==> config.mk <==
export PLATFORM = sky130hd
export DESIGN_NAME = signed_fixed_decimal_ascii
export DESIGN_NICKNAME = d
export VERILOG_FILES = /design/src/rtl/core/sfda_pkg.sv /design/src/rtl/core/signed_fixed_decimal_ascii.sv
export SDC_FILE = /design/constraint.sdc
export NUM_CORES = 1
export LEC_CHECK = 0
export BUFFER_PORTS_ARGS = -buffer_cell sky130_fd_sc_hd__buf_2
export CAP_MARGIN = 40
export CORE_MARGIN = 5
export CORE_UTILIZATION = 55
export CTS_BUF_LIST = sky130_fd_sc_hd__clkbuf_8
export DETAILED_ROUTE_END_ITERATION = 8
export PLACE_DENSITY = 0.9
export SYNTH_ARGS = -nofsm -noshare
export SYNTH_HDL_FRONTEND = slang
export SYNTH_SLANG_ARGS = --single-unit
export TNS_END_PERCENT = 100
==> constraint.sdc <==
create_clock -name clk_i -period 5 [get_ports clk_i]
set_input_delay 1 -clock clk_i [delete_from_list [all_inputs] [get_ports clk_i]]
set_output_delay 1 -clock clk_i [all_outputs]
set_load 0.01 [all_outputs]
==> src/rtl/core/sfda_pkg.sv <==
// ----------------------------------------------------------------------------
// sfda_pkg: shared types and constants
// ASCII codes, conversion widths and controller states for the fixed-point
// decimal formatter.
// ----------------------------------------------------------------------------
package sfda_pkg;

  localparam int unsigned InWidth   = 32;
  localparam int unsigned CharWidth = 7;
  localparam int unsigned MagWidth  = 14;  // holds 9999
  localparam int unsigned NumDigits = 4;
  localparam int unsigned BcdWidth  = 4 * NumDigits;
  localparam int unsigned CntWidth  = 4;

  localparam logic [InWidth-1:0] LimitMag = InWidth'(9999);

  localparam logic [CharWidth-1:0] ChSpace = 7'd32;
  localparam logic [CharWidth-1:0] ChStar  = 7'd42;
  localparam logic [CharWidth-1:0] ChMinus = 7'd45;
  localparam logic [CharWidth-1:0] ChPoint = 7'd46;
  localparam logic [2:0]           DigitHi = 3'b011;  // ASCII '0' is 0x30

  typedef enum logic [1:0] {
    ST_IDLE,
    ST_CONV,
    ST_DONE
  } state_e;

endpackage

==> src/rtl/core/signed_fixed_decimal_ascii.sv <==
// ----------------------------------------------------------------------------
// signed_fixed_decimal_ascii: hundredths to "sDD.DD" ASCII formatter
// The bit-serial shift-and-add-3 loop over the 14-bit magnitude runs 14
// conversion steps, then 1 format step loads the output register; a new
// beat is taken only in idle, after the previous result has been loaded.
// A stalled output holds the converter in its done state.
// Reset (rst_ni low, async) returns the controller to idle and drops out_valid_o.
// ----------------------------------------------------------------------------
module signed_fixed_decimal_ascii
  import sfda_pkg::*;
(
  input  logic                 clk_i,
  input  logic                 rst_ni,
  // input channel
  input  logic                 in_valid_i,
  output logic                 in_ready_o,
  input  logic signed [31:0]   value_i,
  // output channel
  output logic                 out_valid_o,
  input  logic                 out_ready_i,
  output logic [6:0]           char_0_o,
  output logic [6:0]           char_1_o,
  output logic [6:0]           char_2_o,
  output logic [6:0]           char_3_o,
  output logic [6:0]           char_4_o,
  output logic [6:0]           char_5_o,
  output logic                 out_of_range_o
);

  // Controller
  state_e state_q, state_d;
  logic [CntWidth-1:0] cnt_q, cnt_d;

  // Datapath: binary magnitude shifts out MSB first into the BCD register
  logic [MagWidth-1:0] bin_q, bin_d;
  logic [BcdWidth-1:0] bcd_q, bcd_d;
  logic                neg_q, neg_d;
  logic                oor_q, oor_d;

  // Output register
  logic                 out_valid_q, out_valid_d;
  logic [CharWidth-1:0] ch0_q, ch1_q, ch2_q, ch4_q, ch5_q;
  logic [CharWidth-1:0] ch0_d, ch1_d, ch2_d, ch4_d, ch5_d;
  logic                 oor_out_q;

  logic                 in_beat;
  logic                 out_free;
  logic                 load_out;
  logic                 last_step;
  logic [InWidth-1:0]   mag_full;
  logic [BcdWidth-1:0]  bcd_adj;

  assign in_beat   = in_valid_i && in_ready_o;
  assign out_free  = !out_valid_q || out_ready_i;
  assign last_step = (cnt_q == CntWidth'(MagWidth - 1));

  // Next state
  always_comb begin
    state_d = state_q;
    unique case (state_q)
      ST_IDLE: if (in_valid_i) state_d = ST_CONV;
      ST_CONV: if (last_step)  state_d = ST_DONE;
      ST_DONE: if (out_free)   state_d = ST_IDLE;
      default: state_d = ST_IDLE;
    endcase
  end

  // Controls
  always_comb begin
    in_ready_o = 1'b0;
    load_out   = 1'b0;
    unique case (state_q)
      ST_IDLE: in_ready_o = 1'b1;
      ST_CONV: ;
      ST_DONE: load_out   = out_free;
      default: ;
    endcase
  end

  // Magnitude and range check happen once, at the input beat
  assign mag_full = value_i[InWidth-1] ? (~value_i + InWidth'(1)) : value_i;

  // Add 3 to every BCD digit at 5 or above, ahead of the shift
  always_comb begin
    for (int i = 0; i < NumDigits; i++) begin
      bcd_adj[4*i +: 4] = (bcd_q[4*i +: 4] >= 4'd5) ? (bcd_q[4*i +: 4] + 4'd3)
                                                     : bcd_q[4*i +: 4];
    end
  end

  always_comb begin
    bin_d = bin_q;
    bcd_d = bcd_q;
    neg_d = neg_q;
    oor_d = oor_q;
    cnt_d = cnt_q;
    if (in_beat) begin
      bin_d = mag_full[MagWidth-1:0];
      bcd_d = '0;
      neg_d = value_i[InWidth-1];
      // above 9999, or below -9999 (the most negative value negates to itself)
      oor_d = value_i[InWidth-1] ? (mag_full[InWidth-1] || (mag_full > LimitMag))
                                 : (mag_full > LimitMag);
      cnt_d = '0;
    end else if (state_q == ST_CONV) begin
      bcd_d = {bcd_adj[BcdWidth-2:0], bin_q[MagWidth-1]};
      bin_d = {bin_q[MagWidth-2:0], 1'b0};
      cnt_d = cnt_q + CntWidth'(1);
    end
  end

  // Character formatting from the finished BCD digits
  always_comb begin
    logic [3:0] d3;
    d3 = bcd_q[15:12];
    if (oor_q) begin
      ch0_d = neg_q ? ChMinus : ChSpace;
      ch1_d = ChStar;
      ch2_d = ChStar;
      ch4_d = ChStar;
      ch5_d = ChStar;
    end else begin
      // sign moves to the front once the tens position holds a digit
      ch0_d = (neg_q && (d3 != 4'd0)) ? ChMinus : ChSpace;
      ch1_d = (d3 != 4'd0) ? {DigitHi, d3} : (neg_q ? ChMinus : ChSpace);
      ch2_d = {DigitHi, bcd_q[11:8]};
      ch4_d = {DigitHi, bcd_q[7:4]};
      ch5_d = {DigitHi, bcd_q[3:0]};
    end
  end

  always_comb begin
    out_valid_d = out_valid_q;
    if (load_out) begin
      out_valid_d = 1'b1;
    end else if (out_ready_i) begin
      out_valid_d = 1'b0;
    end
  end

  always_ff @(posedge clk_i or negedge rst_ni) begin
    if (!rst_ni) begin
      state_q     <= ST_IDLE;
      cnt_q       <= '0;
      out_valid_q <= 1'b0;
    end else begin
      state_q     <= state_d;
      cnt_q       <= cnt_d;
      out_valid_q <= out_valid_d;
    end
  end

  always_ff @(posedge clk_i) begin
    bin_q <= bin_d;
    bcd_q <= bcd_d;
    neg_q <= neg_d;
    oor_q <= oor_d;
    if (load_out) begin
      ch0_q     <= ch0_d;
      ch1_q     <= ch1_d;
      ch2_q     <= ch2_d;
      ch4_q     <= ch4_d;
      ch5_q     <= ch5_d;
      oor_out_q <= oor_q;
    end
  end

  assign out_valid_o    = out_valid_q;
  assign char_0_o       = ch0_q;
  assign char_1_o       = ch1_q;
  assign char_2_o       = ch2_q;
  assign char_3_o       = ChPoint;
  assign char_4_o       = ch4_q;
  assign char_5_o       = ch5_q;
  assign out_of_range_o = oor_out_q;

endmodule

==> reports/metrics.csv <==
metric,value,unit
grt_max_degree,41,
timing.rr.start,state_q[0]$_DFFE_PN0P_,
synthFlopType,edfxtp_1,
wl_per_cell,13.8,microns
die_w,92.4,microns
ys_ff_latch,59,
grt_pass1_vias,2969,
drc,0,
path_cells,buf_2 > inv_1 > ha_1 > or3b_1 > nor4_1 > a21oi_1 > a21oi_1 > nand4_1 > a2111oi_2 > nand4_1,
run_status,"finished, final reports clean",
clock_latency,340,ps
firstDrtPassIters,4,
r2r_cells,4,
core,0.00668,sq mm
slew-limit-headroom,49.9,%
rsz0062_at_grt,no,
crit_arrival,3270,ps
synth_top_area_cell,edfxtp_1,
startpoint,value_i[0],
post_synth_num_cell_types,57,
wirelength,7670,microns
vdd_ir_drop_max,0.000220,V
r2r-end,bin_q[10]$_DFFE_PP_,
synthTopCellsByArea,"edfxtp_1 29%, dfxtp_1 8.6%, o21ai_0 5.1%, dfrtp_1 4.7%, buf_4 4.6%",
grtUsageTotal,18.5,%
grt_pass1_wl,12900,microns
power_density,454,mW/mm^2
hold_class,reg2reg,
ys_warn_count,0,
die_h,92.4,microns
cts_resized,0,
cts_tree,built,
cp_slowest_cell,nor4_1,
synth.avg_cell_area,8.82,sq um
final_core_util,62.6,%
postSynthCellCount,423,
cts_setup_buffers,0,
overflow,0,
fin_area,0.00418,sq mm
power_leakage,0.00168,uW
gp_congestion,0.946,
ys_top_cells_by_count,"46 x nand2_1, 38 x o21ai_0, 37 x nor2_1, 36 x edfxtp_1, 26 x a21oi_1",
hold_viol_final,0,
initial_core_util,55.8,%
slew_viol_final,0,
drive_gt1_share,19.6,%
fin_nets,517,
cts.clk_slew.worst_paths,60,ps
synth_edf_count,36,
drv_cap,0,
fmax,313,MHz
power.total,1900,uW
post_synth_instance_area,0.00373,sq mm
place_area,0.00397,sq mm
dpl.hpwl,5740,microns
setup_tns,0,ps
num_vias,3166,
min_path_cells,2,
synth_top_area_share,29.0,%
synth_async_sr_flop_share,11.9,%
worst_setup_path_endpoint,oor_q$_DFFE_PP_,
tightestPinTransition,750,ps
fin_crit_sh,63.9,%
rows,30,
cts_buffer_depth,2,
cts_hold_buf,0,
io_buffers,61,
critical_path_cell_count,10,
whs,455,ps
path_buf_inv,2,
final_antenna_net_count,0,
root_buffer,clkbuf_8,
viasPerCell,5.70,
reg2reg_setup_slack,3310,ps
cts_buffers,9,
area_growth,12.0,%
ios,81,
die-area,0.00853,sq mm
critical_path.top_delay_family,simple AND/OR/NAND/NOR gates,
crit_type,in2reg,
layout_min_cycle_time,3200,ps
critPathLaunchType,input port,
yosysMostFrequentCell,nand2_1,
crit_path_end_kind,flip-flop,
antenna_found_initial,0,
cts_max_level,3,
drt_iter0_drc,185,
yosysSeqAreaShare,42.3,%
setup_viol,0,
cp_max_fo,8,
skew,8.45,ps
crit_required,5070,ps
crit_path_max_incr_delay,550,ps
clkSinkCount,59,
diodes,0,
[layout make-up]
class / instances / area (sq um)
fillers: 562 / 2500
multi-input cells: 319 / 1890
flip-flops and latches: 59 / 1580
repair buffers: 64 / 335
clock buffers: 9 / 124
well taps: 80 / 100
clock inverters: 7 / 91.3
inverters: 17 / 63.8
[worst min-delay path, delay by kind of cell (launching register included)]
family | cells | cell delay, ps
flops | 1 | 330
simple gates | 1 | 50
compound gates | 1 | 50
[metal layers]
metal  global-route usage, %  share of wire (%)  vias to the layer above
li1                        -                  -                     1565
met1                    22.4                 41                     1478
met2                    30.5                 50                      107
met3                    4.63                7.0                       16
met4                    9.28                2.1                        0
met5                       0                  0                        -
[kinds of logic (layout without fill, tap and decap cells)]
| family | after synthesis | count (layout) | share of synthesized area, % |
|---|---|---|---|
| buf+inv | 62 | 97 | 8.82 |
| fa+ha+maj | 11 | 11 | 3.69 |
| flops | 59 | 59 | 42.3 |
| compound gates | 94 | 94 | 15.4 |
| simple gates | 173 | 173 | 24.5 |
| other cells | 2 | 19 | 0.201 |
| mux | 1 | 1 | 0.268 |
| xor+xnor | 21 | 21 | 4.93 |
[where the power goes]
group | leakage, uW | internal (uW) | switching [uW]
clock network | 0.000101 | 278 | 192
logic | 0.00102 | 239 | 392
registers | 0.000560 | 697 | 98.3
[how the worst min path moves through the flow]
stage	from	endpoint	slack, ps
after CTS	bin_q[13]$_DFFE_PP_	bcd_q[0]$_SDFFE_PP0P_	460
after global placement	bin_q[13]$_DFFE_PP_	bcd_q[0]$_SDFFE_PP0P_	420
after floorplan	bin_q[13]$_DFFE_PP_	bcd_q[0]$_SDFFE_PP0P_	420
after global routing	rst_ni	cnt_q[0]$_DFFE_PN0P_	490
final	bin_q[13]$_DFFE_PP_	bcd_q[0]$_SDFFE_PP0P_	450
after detailed placement	bin_q[13]$_DFFE_PP_	bcd_q[0]$_SDFFE_PP0P_	450
[layout by cell type, fill, tap and decap left out, types with 3 or more instances in the layout]
cell type,count
buf_2,61
inv_1,16
nand2_1,46
clkbuf_8,9
nand4_1,7
or4_4,4
xor2_1,13
o31ai_1,6
and3_1,6
nor3_1,11
or3_1,3
and4_1,3
dfrtp_1,7
nor2b_1,5
or2_2,4
nor4_1,3
edfxtp_1,36
o21a_1,4
or4_1,3
nand2b_1,8
a21oi_1,26
nand3_1,23
dfxtp_1,16
nor2_1,37
xnor2_1,8
clkinv_1,3
o21ai_0,38
conb_1,19
o32ai_1,4
ha_1,11
[registers in the layout, summed over array words and instances, names as in the netlist]
name            count
neg_q               1
char_2_o            5
char_0_o            1
out_of_range_o      1
char_5_o            4
char_1_o            5
out_valid_o         1
bin_q              14
cnt_q               4
oor_q               1
state_q             2
bcd_q              16
char_4_o            4
[metrics by stage]
step,setup WS [ps],instances
floorplan,1810,440
global placement,1550,538
detailed placement,1460,539
CTS,1820,555
global route,1560,555
finish,1800,555
(Power assumes the default switching activity.)
